===== config.mk =====
export PLATFORM = sky130hd
export DESIGN_NAME = pse_ctrl
export DESIGN_NICKNAME = d
export VERILOG_FILES = /design/src/hw/rtl/pse_pkg.sv /design/src/hw/rtl/pse_ctrl.sv
export SDC_FILE = /design/constraint.sdc
export NUM_CORES = 1
export LEC_CHECK = 0
export ABC_AREA = 1
export BUFFER_PORTS_ARGS = -buffer_cell sky130_fd_sc_hd__clkbuf_2
export CORE_AREA = 2 2 39 41
export CTS_CLUSTER_DIAMETER = 80
export DETAILED_ROUTE_END_ITERATION = 8
export DIE_AREA = 0 0 41 43
export GPL_ROUTABILITY_DRIVEN = 0
export PLACE_DENSITY = 0.62
export SYNTH_ARGS = -nofsm -noshare
export SYNTH_HDL_FRONTEND = slang
export SYNTH_SLANG_ARGS = --single-unit
export TNS_END_PERCENT = 20

===== constraint.sdc =====
create_clock -name clk -period 1 [get_ports clk]
set_input_delay 0.1 -clock clk [delete_from_list [all_inputs] [get_ports clk]]
set_output_delay 0.1 -clock clk [all_outputs]
set_load 0.01 [all_outputs]

===== src/hw/rtl/pse_pkg.sv =====
// ----------------------------------------------------------------------------
// pse_pkg: shared types and constants of the postfix stack evaluator
// Token codes, status codes, controller states and the command and status
// bundles between the controller and the datapath.
// ----------------------------------------------------------------------------
package pse_pkg;

  localparam int OP_W    = 5;
  localparam int VAL_W   = 32;
  localparam int ID_W    = 6;
  localparam int STAT_W  = 3;
  localparam int ENTRY_W = 1 + ID_W + VAL_W;
  localparam int DIV_STEPS = 48;
  localparam int DIV_CNT_W = 6;

  // Token codes.
  localparam logic [OP_W-1:0] OP_NUM    = 5'd0;
  localparam logic [OP_W-1:0] OP_VAR    = 5'd1;
  localparam logic [OP_W-1:0] OP_END    = 5'd2;
  localparam logic [OP_W-1:0] OP_NEG    = 5'd3;
  localparam logic [OP_W-1:0] OP_NOT    = 5'd4;
  localparam logic [OP_W-1:0] OP_ADD    = 5'd5;
  localparam logic [OP_W-1:0] OP_SUB    = 5'd6;
  localparam logic [OP_W-1:0] OP_MUL    = 5'd7;
  localparam logic [OP_W-1:0] OP_DIV    = 5'd8;
  localparam logic [OP_W-1:0] OP_LT     = 5'd9;
  localparam logic [OP_W-1:0] OP_GT     = 5'd10;
  localparam logic [OP_W-1:0] OP_GE     = 5'd11;
  localparam logic [OP_W-1:0] OP_LE     = 5'd12;
  localparam logic [OP_W-1:0] OP_EQ     = 5'd13;
  localparam logic [OP_W-1:0] OP_NE     = 5'd14;
  localparam logic [OP_W-1:0] OP_AND    = 5'd15;
  localparam logic [OP_W-1:0] OP_OR     = 5'd16;
  localparam logic [OP_W-1:0] OP_ASSIGN = 5'd17;

  // Status codes.
  localparam logic [STAT_W-1:0] STAT_OK      = 3'd0;
  localparam logic [STAT_W-1:0] STAT_UNDER   = 3'd1;
  localparam logic [STAT_W-1:0] STAT_OVER    = 3'd2;
  localparam logic [STAT_W-1:0] STAT_ASSIGN  = 3'd3;
  localparam logic [STAT_W-1:0] STAT_DIVZERO = 3'd4;
  localparam logic [STAT_W-1:0] STAT_EMPTY   = 3'd5;

  localparam logic signed [VAL_W-1:0] Q_ONE   = 32'sh0001_0000;
  localparam logic signed [VAL_W-1:0] VAL_MAX = 32'sh7FFF_FFFF;
  localparam logic signed [VAL_W-1:0] VAL_MIN = 32'sh8000_0000;

  typedef enum logic [2:0] {
    S_IDLE, S_READ, S_SYM, S_EXEC, S_OP, S_MUL, S_DIV, S_END
  } state_t;

  typedef enum logic [1:0] {
    SRC_ALU, SRC_MUL, SRC_DIV
  } src_t;

  typedef struct packed {
    logic accept;
    logic rd_stack;
    logic rd_sym;
    logic load_opnd;
    logic mul_load;
    logic div_start;
    logic commit;
    src_t commit_src;
    logic end_load;
  } ctrl_cmd_t;

  typedef struct packed {
    logic ignore;
    logic is_end;
    logic is_mul;
    logic is_div;
    logic fault;
    logic div_done;
    logic out_free;
  } dp_stat_t;

  // Clamp a 33-bit sum or difference to the signed 32-bit range.
  function automatic logic signed [VAL_W-1:0] sat33(input logic [VAL_W:0] v);
    logic signed [VAL_W-1:0] r;
    if (v[VAL_W] != v[VAL_W-1]) begin
      r = v[VAL_W] ? VAL_MIN : VAL_MAX;
    end else begin
      r = v[VAL_W-1:0];
    end
    return r;
  endfunction

  function automatic logic signed [VAL_W-1:0] truth(input logic b);
    return b ? Q_ONE : '0;
  endfunction

endpackage


===== src/hw/rtl/pse_ctrl.sv =====
// ----------------------------------------------------------------------------
// pse_ctrl: token sequencer
// Steps each token through stack read, symbol read, operand load and
// execution, drops ignored tokens, and waits for the multiplier, divider or output register.
// ----------------------------------------------------------------------------
module pse_ctrl
  import pse_pkg::*;
(
  input  logic      clk,
  input  logic      rst,
  input  logic      in_valid,
  input  dp_stat_t  stat,
  output logic      in_stall,
  output ctrl_cmd_t cmd
);

  state_t state;
  state_t state_next;

  // State register.
  always_ff @(posedge clk) begin
    if (rst) begin
      state <= S_IDLE;
    end else begin
      state <= state_next;
    end
  end

  // Next state and commands.
  always_comb begin
    state_next     = state;
    cmd            = '0;
    cmd.commit_src = SRC_ALU;
    in_stall       = (state != S_IDLE);
    unique case (state)
      S_IDLE: begin
        if (in_valid) begin
          cmd.accept = 1'b1;
          state_next = S_READ;
        end
      end
      S_READ: begin
        if (stat.ignore) begin
          state_next = S_IDLE;
        end else begin
          cmd.rd_stack = 1'b1;
          state_next   = S_SYM;
        end
      end
      S_SYM: begin
        cmd.rd_sym = 1'b1;
        state_next = S_EXEC;
      end
      S_EXEC: begin
        cmd.load_opnd = 1'b1;
        state_next    = S_OP;
      end
      S_OP: begin
        if (stat.is_end) begin
          state_next = S_END;
        end else if (!stat.fault && stat.is_mul) begin
          cmd.mul_load = 1'b1;
          state_next   = S_MUL;
        end else if (!stat.fault && stat.is_div) begin
          cmd.div_start = 1'b1;
          state_next    = S_DIV;
        end else begin
          cmd.commit = 1'b1;
          state_next = S_IDLE;
        end
      end
      S_MUL: begin
        cmd.commit     = 1'b1;
        cmd.commit_src = SRC_MUL;
        state_next     = S_IDLE;
      end
      S_DIV: begin
        if (stat.div_done) begin
          cmd.commit     = 1'b1;
          cmd.commit_src = SRC_DIV;
          state_next     = S_IDLE;
        end
      end
      S_END: begin
        if (stat.out_free) begin
          cmd.end_load = 1'b1;
          state_next   = S_IDLE;
        end
      end
      default: begin
        state_next = S_IDLE;
      end
    endcase
  end

endmodule


After elaboration in Yosys (flattened, before gate mapping)

Index checks and enable logic that the tools add are counted.
W data, S select, Z words.

Divide/modulo/power cells: 0
Shift operators: 0
Muxes and demuxes: 25
Reduce and logical (&&, ||, !) cells: 6
Equal/unequal tests: 10
Multiply operators: 0
Add/subtract/negate cells: 0
Magnitude comparators: 0
Bitwise operators: 0

Operators by type and width:

| kind                 | count |
|---|---|
| $mux W3              | 8 |
| $pmux W3 S8          | 1 |
| $eq A3 B3 Y1 const B | 4 |
| $mux W1              | 11 |
| $eq A3 B2 Y1 const B | 2 |
| $mux W2              | 3 |
| $ne A2 B2 Y1 const B | 3 |
| $pmux W2 S2          | 1 |
| $eq A3 B1 Y1 const B | 1 |
| $logic_not A3 Y1     | 1 |
| $pmux W1 S3          | 1 |
| $reduce_and A3 Y1    | 1 |
| $reduce_bool A3 Y1   | 1 |
| $logic_and A1 B1 Y1  | 2 |
| $logic_not A1 Y1     | 1 |

Logic and storage cells: 42
Bits in registers: 3
Memory bits (read-only): 0
Memories kept: 0
Latch bits: 0
RAM bits: 0

Longest topological paths before layout

Gate-level depths: netlist (run 1).

Depth after elaboration: 6
Gate-level depth with buffers: 7

Worst setup path after synthesis (run 1)

OpenSTA, ideal clock, no wires.

Path kind: register to output
From: reg state[2]
To: out cmd[4] (netlist name)
Data arrival time: 0.983 ns
Setup slack: -0.083 ns
Required time: 0.900 ns
Stages on the path, launching flop included: 5
Buffers on the path: 0
Path through: dfxtp_1 -> inv_2 -> nor3_4 -> inv_1 -> nor3_1

RTL lines:

| what                   | RTL line       | source |
|---|---|---|
| start, declared        | pse_ctrl.sv:17 | `state_t state;` |
| start signal, assigned | pse_ctrl.sv:25 | `state <= state_next;` |
| end, declared          | pse_ctrl.sv:14 | `output ctrl_cmd_t cmd` |

==> results of run 1 <==
-- cells by family after synthesis --
kind of cell / share of synthesized area [%]
AOI/OAI and AO/OA: 2.35
buffers and inverters: 17.6
DFF: 18.8
and+or+nand+nor: 61.2
-- metal layers --
layer	track usage, %	wire length (um)
met1	13.5	391
met2	20.3	564
met3	3.66	55
met4	6.00	11
met5	0	0
-- cell type report --
| cell class | instances | share of cell area, % |
|---|---|---|
| multi-input cells | 42 | 39.4 |
| repair buffers | 31 | 32.0 |
| flip-flops and latches | 3 | 11.4 |
| inverters | 15 | 9.80 |
| clock buffers | 4 | 4.20 |
| well taps | 16 | 3.20 |
-- how the worst max path moves through the flow --
stage / cells past startpoint / endpoint / slack, ns / startpoint
after global placement: 4 / cmd[3] / -0.11 / state[0]
after global routing: 4 / cmd[3] / -0.39 / state[1]
final: 4 / cmd[3] / -0.28 / state[0]
after detailed placement: 7 / state[1] / -0.11 / state[1]
after floorplan: 3 / cmd[3] / -0.06 / state[0]
after CTS: 5 / cmd[3] / -0.30 / state[2]
-- cell usage after synthesis --
library cell	n	share of area, %
nor4_1	1	2.0
nor3_1	2	3.1
dfxtp_1	3	19
inv_1	12	14
nor2_1	11	13
nand2_1	14	16
nand4_1	2	3.9
o211ai_1	1	2.4
nand3b_1	1	2.4
nand2_2	1	2.0
nor3_4	1	5.1
inv_2	3	3.5
nor2_2	2	3.9
nand3_1	6	9.4
-- power groups by stage --
stage                     logic (mW)  clock network (mW)  registers, mW
after global placement         0.175                   0          0.153
after floorplan                0.100                   0          0.152
after detailed placement       0.178                   0          0.154
final                          0.209               0.219          0.155
after global routing           0.233               0.232          0.157
after CTS                      0.199               0.221          0.153
-- what timing repair did --
action | 4_1_cts | 5_1_grt
endpoints found under the setup margin | 14 | 14
hold buffers | 0 | 0
resized for setup | 13 | 15
pin swaps | 4 | 4
setup buffers | 3 | 0
==> PnR_summary.wiki, run 1 <==
{| class="wikitable"
! Metric !! Value
|-
| Run status || finished, violations left
|-
| Failing checks || negative setup slack
|-
| Detail Route Antenna Nets || 0
|-
| Area of all placed cells without fillers || 626 um^2
|-
| Power per standard cell area || 932 nW/um^2
|-
| Startpoint of the worst register-to-register path || state[0]
|-
| Worst Min Path Start || rst
|-
| Total CTS buffers || 3
|-
| Placed inst area || 517 um^2
|-
| CTS H-Tree Depth || 1
|-
| Post-Route Utilization || 45.2%
|-
| Input/output buffers || 20
|-
| Switching share of power || 35.0%
|-
| Avg Inst Size Synth || 5.32 um^2
|-
| Biggest register || state
|-
| Final net count || 106
|-
| Final number of hold-violating endpoints || 0
|-
| Fmax || 781 MHz
|-
| Number of standard cells in the final layout excluding fillers || 111
|-
| Number of remaining DRC errors || 0
|-
| Vias in the first global route || 432
|-
| Worst min-delay path endpoint || state[2]
|-
| #FFs+latches synth || 3
|-
| Commonest cells after routing, fill and taps aside || 12 x nand2_1, 12 x clkbuf_2, 11 x inv_1
|-
| Worst-Margin Slew || 0.199 ns
|-
| Arrival time at the worst endpoint || 1.18 ns
|-
| Net count of the mapped netlist || 70
|-
| Leakage power summed over all cells || 0.351 nW
|-
| Ratio of final minimum period to clock period || 128%
|-
| Worst IR drop on VDD || 0.481 mV
|-
| Total half-perimeter wirelength after legalization and detailed placement || 745 um
|-
| Total buffers and inverters traversed by the critical path || 2
|-
| Antenna violations before repair || 0
|-
| Unique cell type count in the Yosys netlist || 14
|-
| Synthesized netlist cell count || 60
|-
| CTS sink count || 3
|-
| Cell-internal power || 379 uW
|-
| Maximum number of pins on one net before global-route repair || 8
|-
| Clk_lat worst skew || 0.24 ns
|-
| Antenna diode count || 0
|-
| Max Clock Skew || 0.00343 ns
|-
| Data required time at the worst endpoint || 0.90 ns
|-
| Top-level port count || 21
|-
| Yosys warns || 0
|-
| Final Worst Setup Slack || -0.281 ns
|-
| Critical path class || flip-flop to output pin
|-
| Setup crit start kind || flip-flop
|-
| Combinational power share || 35.9%
|-
| Synth-to-Final Area Change || 96.1%
|-
| Final critical delay including setup and external delays || 1.28 ns
|-
| Vias || 497
|-
| Gr usage total || 12.3%
|-
| Number of cells in the design after placement || 104
|-
| Drt wl/cell || 9.22 um
|-
| Nature of the critical path endpoint || output pin
|-
| CTS tree || built
|-
| Part of the total power dissipated in sequential elements || 26.6%
|-
| Combined area of the multi-input logic cells || 246 um^2
|-
| Switching power summed over all nets || 204 uW
|-
| Max-cap violations || 0
|-
| Std-Cell Rows || 14
|-
| Cell chain of the critical path || nor3_4 > inv_2 > o211ai_1 > buf_2
|-
| Sum of overflow across all layers after global routing || 0
|-
| Critical path's top delay family || flip-flops
|-
| Registers with the most flip-flops || state: 3 flops
|-
| First drt pass iteration count || 4
|-
| Clock Path Buffers || 2
|-
| Final WL || 1020 um
|-
| Iteration-0 DRC Markers || 2
|-
| Sequential fraction of the synthesis area || 18.8%
|-
| Post-placement setup slack || -0.112 ns
|-
| Final hold slack || 0.0410 ns
|-
| Fill cells || 157
|-
| CTS root buffer || clkbuf_4
|-
| Reg clk slew, reported paths || 0.04 ns
|-
| Final slew viol count || 0
|-
| Minimum setup slack among reg-to-reg paths || -0.06 ns
|-
| Via density per instance || 4.48
|-
| Worst Reg2Reg Path Length in Cells || 7
|-
| Cell area after synthesis || 319 um^2
|-
| Worst Path Max Fanout || 5
|-
| Tightest Hold Check Type || primary input to flip-flop
|-
| Area of all sequential standard cells || 71.3 um^2
|-
| Setup Viol. Count Final || 14
|-
| Die area || 1760 um^2
|-
| Starting density of the core || 23.1%
|-
| Clock Power Share || 37.5%
|-
| RSZ-0062 raised after global routing || yes
|-
| Vertical extent of the die || 43 um
|-
| Master of the slowest instance on the critical path || dfxtp_4
|-
| Total power || 583 uW
|-
| Total negative slack || -2.34 ns
|-
| Number of cells on the worst hold path || 2
|-
| Largest stage delay on the critical path || 0.36 ns
|-
| Floorplan Core Area || 1380 um^2
|-
| Die extent in x || 41 um
|-
| Worst max-slew margin expressed relative to the limit || 86.6%
|-
| RR Endpoint || state[1]
|-
| Wire length of the first global-routing pass || 1500 um
|-
| Fraction of final layout cells sized beyond drive strength 1 || 56.8%
|-
| Number of flip-flops under the largest register name || 3
|}
Power figures use the tool's default switching activity.
==> run 2, diff against run 1 <==
Settings changed: PLACE_DENSITY 0.62 to 0.61.
Clock period 1 ns to 1.6 ns, I/O delays scaled along.
==> PnR_summary.wiki, run 2 (synthesized netlist as in run 1, its figures left out) <==
{| class="wikitable"
! Metric !! Value
|-
| Run status || complete, no violations
|-
| Die extent in x || 41 um
|-
| CTS H-Tree Depth || 1
|-
| Setup crit start kind || flip-flop
|-
| CTS root buffer || clkbuf_4
|-
| Biggest register || state
|-
| Fmax || 695 MHz
|-
| Clk_lat worst skew || 0.23 ns
|-
| RSZ-0062 raised after global routing || no
|-
| Worst Path Max Fanout || 6
|-
| Total negative slack || 0 ns
|-
| Total half-perimeter wirelength after legalization and detailed placement || 688 um
|-
| Maximum number of pins on one net before global-route repair || 8
|-
| Antenna violations before repair || 0
|-
| Final net count || 95
|-
| Ratio of final minimum period to clock period || 89.9%
|-
| Final WL || 778 um
|-
| Final critical delay including setup and external delays || 1.44 ns
|-
| Nature of the critical path endpoint || output pin
|-
| Cell-internal power || 214 uW
|-
| Reg clk slew, reported paths || 0.04 ns
|-
| Floorplan Core Area || 1380 um^2
|-
| Setup Viol. Count Final || 0
|-
| Number of flip-flops under the largest register name || 3
|-
| Max Clock Skew || 0.00261 ns
|-
| Final slew viol count || 0
|-
| Critical path class || flip-flop to output pin
|-
| Clock Power Share || 41.2%
|-
| Gr usage total || 9.63%
|-
| Switching power summed over all nets || 106 uW
|-
| Tightest Hold Check Type || primary input to flip-flop
|-
| Antenna diode count || 0
|-
| Combinational power share || 28.9%
|-
| Switching share of power || 33.1%
|-
| Most common cell after layout, fill and taps aside || clkbuf_2
|-
| Worst-Margin Slew || 0.303 ns
|-
| Number of cells in the design after placement || 96
|-
| Registers with the most flip-flops || state: 3 flops
|-
| Top-level port count || 21
|-
| Synth-to-Final Area Change || 46.3%
|-
| Total CTS buffers || 3
|-
| CTS tree || built
|-
| Leakage power summed over all cells || 0.278 nW
|-
| Starting density of the core || 23.1%
|-
| First drt pass iteration count || 3
|-
| Final number of hold-violating endpoints || 0
|-
| Die area || 1760 um^2
|-
| Vias in the first global route || 315
|-
| Via density per instance || 4.08
|-
| Clock Path Buffers || 2
|-
| Wire length of the first global-routing pass || 1140 um
|-
| Part of the total power dissipated in sequential elements || 29.9%
|-
| Setup Fix Bufs, Post-CTS || 0
|-
| Vias || 408
|-
| Max-cap violations || 0
|-
| Vertical extent of the die || 43 um
|-
| Commonest cells after routing, fill and taps aside || 20 x clkbuf_2, 14 x nand2_1, 12 x inv_1
|-
| Arrival time at the worst endpoint || 1.28 ns
|-
| Fraction of final layout cells sized beyond drive strength 1 || 36.9%
|-
| Power per standard cell area || 685 nW/um^2
|-
| Input/output buffers || 20
|-
| Data required time at the worst endpoint || 1.44 ns
|-
| Number of remaining DRC errors || 0
|-
| Worst IR drop on VDD || 0.259 mV
|-
| Number of standard cells in the final layout excluding fillers || 100
|-
| Detail Route Antenna Nets || 0
|-
| Drt wl/cell || 7.78 um
|-
| Fill cells || 163
|-
| Worst max-slew margin expressed relative to the limit || 79.8%
|-
| Std-Cell Rows || 14
|-
| Sum of overflow across all layers after global routing || 0
|-
| Iteration-0 DRC Markers || 7
|-
| CTS sink count || 3
|}
## run 2: changes by cell type in the layout (fill, tap and decap cells not counted), moves of 3 or more
cell	previous run	this run
dfxtp_4	3	0
buf_4	8	0
nor2_1	8	11
buf_6	4	0
clkbuf_2	12	20
buf_2	7	0
## run 2: power by group through the flow
stage	Combinational (mW)	Sequential (mW)	Clock (mW)
3_3_place_gp	0.0924	0.0964	0
2_1_floorplan	0.0607	0.0946	0
3_5_place_dp	0.0934	0.0969	0
4_1_cts	0.0937	0.0957	0.141
5_1_grt	0.105	0.0968	0.147
6_report	0.0923	0.0957	0.132
## run 2: per-stage QoR
| stage | instance area (um^2) | power, mW | util [%] | setup WS (ns) | hold WS [ns] |
|---|---|---|---|---|---|
| finish | 467 | 0.320 | 33.7 | 0.161 | 0.110 |
| global route | 467 | 0.349 | 33.7 | 0.0661 | 0.118 |
| CTS | 465 | 0.331 | 33.6 | 0.0864 | 0.107 |
| detailed placement | 439 | 0.190 | 31.7 | 0.345 | 0.359 |
| global placement | 439 | 0.189 | 31.7 | 0.382 | 0.356 |
| floorplan | 319 | 0.155 | - | 0.457 | 0.232 |
## run 2: metal layers
layer	vias up	part of all wire, %	track usage [%]
li1	235	-	-
met1	162	46	11.2
met2	11	46	14.4
met3	0	7.7	1.57
met4	0	0	8.00
met5	-	0	0
## run 2: cell type report
type	instances	area, um^2	share of cell area (%)
timing repair buffer	20	100	21.4
sequential	3	61.3	13.1
multi-input combinational	42	203	43.4
tap	16	20.0	4.29
clock buffer	4	26.3	5.63
inverter	15	56.3	12.1
## run 2: worst paths after layout
kind | from | to | slack (ns) | cells after the start
worst max-delay path | state[0] | cmd[0] | 0.16 | 3
worst min-delay path | rst | state[2] | 0.11 | 2
worst max register to register | state[1] | state[1] | 0.52 | 7
worst min register to register | state[2] | state[0] | 0.70 | 3
## run 2: what timing repair did
item,4_1_cts,5_1_grt
endpoints found under the setup margin,0,3
resized for setup,0,1
hold buffers,0,0
## run 2: worst max-delay path, cell delays in order, from the launching register on
cell	delay, ns
dfxtp_1	0.47
inv_2	0.09
nor4_1	0.30
clkbuf_2	0.19
==> run 3, diff against run 2 <==
Settings changed: RECOVER_POWER set to 50.
==> PnR_summary.wiki, run 3 (synthesized netlist as in run 1, its figures left out) <==
{| class="wikitable"
! Metric !! Value
|-
| Final Worst Setup Slack || 0.163 ns
|-
| Starting density of the core || 23.1%
|-
| Biggest register || state
|-
| Tightest Hold Check Type || primary input to flip-flop
|-
| Vias || 409
|-
| Clock Power Share || 41.7%
|-
| Registers with the most flip-flops || state: 3 flops
|-
| CTS sink count || 3
|-
| Worst Min Path Start || rst
|-
| Most common cell after layout, fill and taps aside || clkbuf_2
|-
| Final number of hold-violating endpoints || 0
|-
| Die area || 1760 um^2
|-
| First drt pass iteration count || 4
|-
| CTS root buffer || clkbuf_4
|-
| Setup crit start kind || flip-flop
|-
| Commonest cells after routing, fill and taps aside || 18 x clkbuf_2, 15 x nand2_1, 14 x inv_1
|-
| Cell-internal power || 212 uW
|-
| Worst Path Max Fanout || 6
|-
| RR Endpoint || state[1]
|-
| Setup Viol. Count Final || 0
|-
| Hold_buf cts || 0
|-
| RSZ-0062 raised after global routing || no
|-
| Maximum number of pins on one net before global-route repair || 8
|-
| Setup Fix Bufs, Post-CTS || 0
|-
| Top-level port count || 21
|-
| Number of cells on the worst hold path || 2
|-
| Clk_lat worst skew || 0.23 ns
|-
| Detail Route Antenna Nets || 0
|-
| Leakage power summed over all cells || 0.271 nW
|-
| Worst min-delay path endpoint || state[2]
|-
| Total negative slack || 0 ns
|-
| Final net count || 95
|-
| Fraction of final layout cells sized beyond drive strength 1 || 29.8%
|-
| Part of the total power dissipated in sequential elements || 29.8%
|-
| Clock Path Buffers || 2
|-
| Final critical delay including setup and external delays || 1.44 ns
|-
| Total power || 316 uW
|-
| Wire length of the first global-routing pass || 1140 um
|-
| Number of remaining DRC errors || 0
|-
| Fmax || 696 MHz
|-
| Final slew viol count || 0
|-
| Arrival time at the worst endpoint || 1.28 ns
|-
| Vertical extent of the die || 43 um
|-
| Number of flip-flops under the largest register name || 3
|-
| Switching share of power || 32.9%
|-
| Worst Reg2Reg Path Length in Cells || 7
|-
| Total CTS buffers || 3
|-
| Run status || complete, no violations
|-
| Gr usage total || 9.63%
|-
| Critical path class || flip-flop to output pin
|-
| Antenna violations before repair || 0
|-
| Synth-to-Final Area Change || 43.9%
|-
| Post-placement setup slack || 0.345 ns
|-
| Input/output buffers || 20
|-
| Via density per instance || 4.09
|-
| Power per standard cell area || 687 nW/um^2
|-
| Worst-Margin Slew || 0.284 ns
|-
| Vias in the first global route || 315
|-
| Final hold slack || 0.110 ns
|-
| Antenna diode count || 0
|-
| Startpoint of the worst register-to-register path || state[1]
|-
| Minimum setup slack among reg-to-reg paths || 0.46 ns
|-
| Fill cells || 167
|-
| Sum of overflow across all layers after global routing || 0
|-
| Combinational power share || 28.5%
|-
| Max Clock Skew || 0.00260 ns
|-
| Switching power summed over all nets || 104 uW
|-
| Ratio of final minimum period to clock period || 89.8%
|-
| Floorplan Core Area || 1380 um^2
|-
| Data required time at the worst endpoint || 1.44 ns
|-
| Nature of the critical path endpoint || output pin
|-
| Worst IR drop on VDD || 0.248 mV
|-
| Iteration-0 DRC Markers || 12
|-
| CTS tree || built
|-
| CTS H-Tree Depth || 1
|-
| Reg clk slew, reported paths || 0.04 ns
|-
| Max-cap violations || 0
|-
| Std-Cell Rows || 14
|-
| Drt wl/cell || 7.84 um
|-
| Final WL || 784 um
|-
| Worst max-slew margin expressed relative to the limit || 81.1%
|-
| Total half-perimeter wirelength after legalization and detailed placement || 688 um
|-
| Die extent in x || 41 um
|}
## run 3: cell counts in the layout (fill, tap and decap cells not counted)
Identical to the previous run, type by type.
## run 3: worst max path at each step
stage                  start     end  slack [ns]  cells after the start
floorplan           state[2]  cmd[4]        0.46                      4
global placement    state[2]  cmd[3]        0.38                      5
detailed placement  state[2]  cmd[3]        0.35                      5
CTS                 state[2]  cmd[3]        0.09                      5
global route        state[1]  cmd[3]        0.04                      6
finish              state[0]  cmd[0]        0.16                      3
## run 3: layer usage
layer	vias to the layer above	global-route usage, %	part of all wire [%]
met2	13	14.4	46
li1	234	-	-
met4	0	8.00	0
met5	-	0	0
met1	162	11.2	46
met3	0	1.57	8.4
## run 3: through the flow
stage,cells,area (um^2),utilization [%]
finish,100,459,33.2
global route,100,459,33.2
CTS,100,465,33.6
detailed placement,96,439,31.7
global placement,96,439,31.7
floorplan,60,319,-
## run 3: power groups by stage
stage | Clock [mW] | Combinational, mW | Sequential (mW)
2_1_floorplan | 0 | 0.0607 | 0.0946
3_5_place_dp | 0 | 0.0934 | 0.0969
5_1_grt | 0.147 | 0.103 | 0.0952
6_report | 0.132 | 0.0898 | 0.0942
3_3_place_gp | 0 | 0.0924 | 0.0964
4_1_cts | 0.141 | 0.0937 | 0.0957
## run 3: layout make-up
class	instances	area, um^2	area share, %
clock buffer	4	26.3	5.72
inverter	15	56.3	12.3
multi-input combinational	42	198	43.1
sequential	3	61.3	13.4
tap	16	20.0	4.36
timing repair buffer	20	97.6	21.3
## run 3: worst max-delay path, cell delays in order (launching register included)
cell and delay (ns):
dfxtp_1 0.44, inv_1 0.13, nor4_1 0.29, clkbuf_2 0.18
## run 3: repair_timing
item,4_1_cts,5_1_grt
endpoints found under the setup margin,0,3
gates resized for setup,0,1
endpoints found under the hold margin,0,0
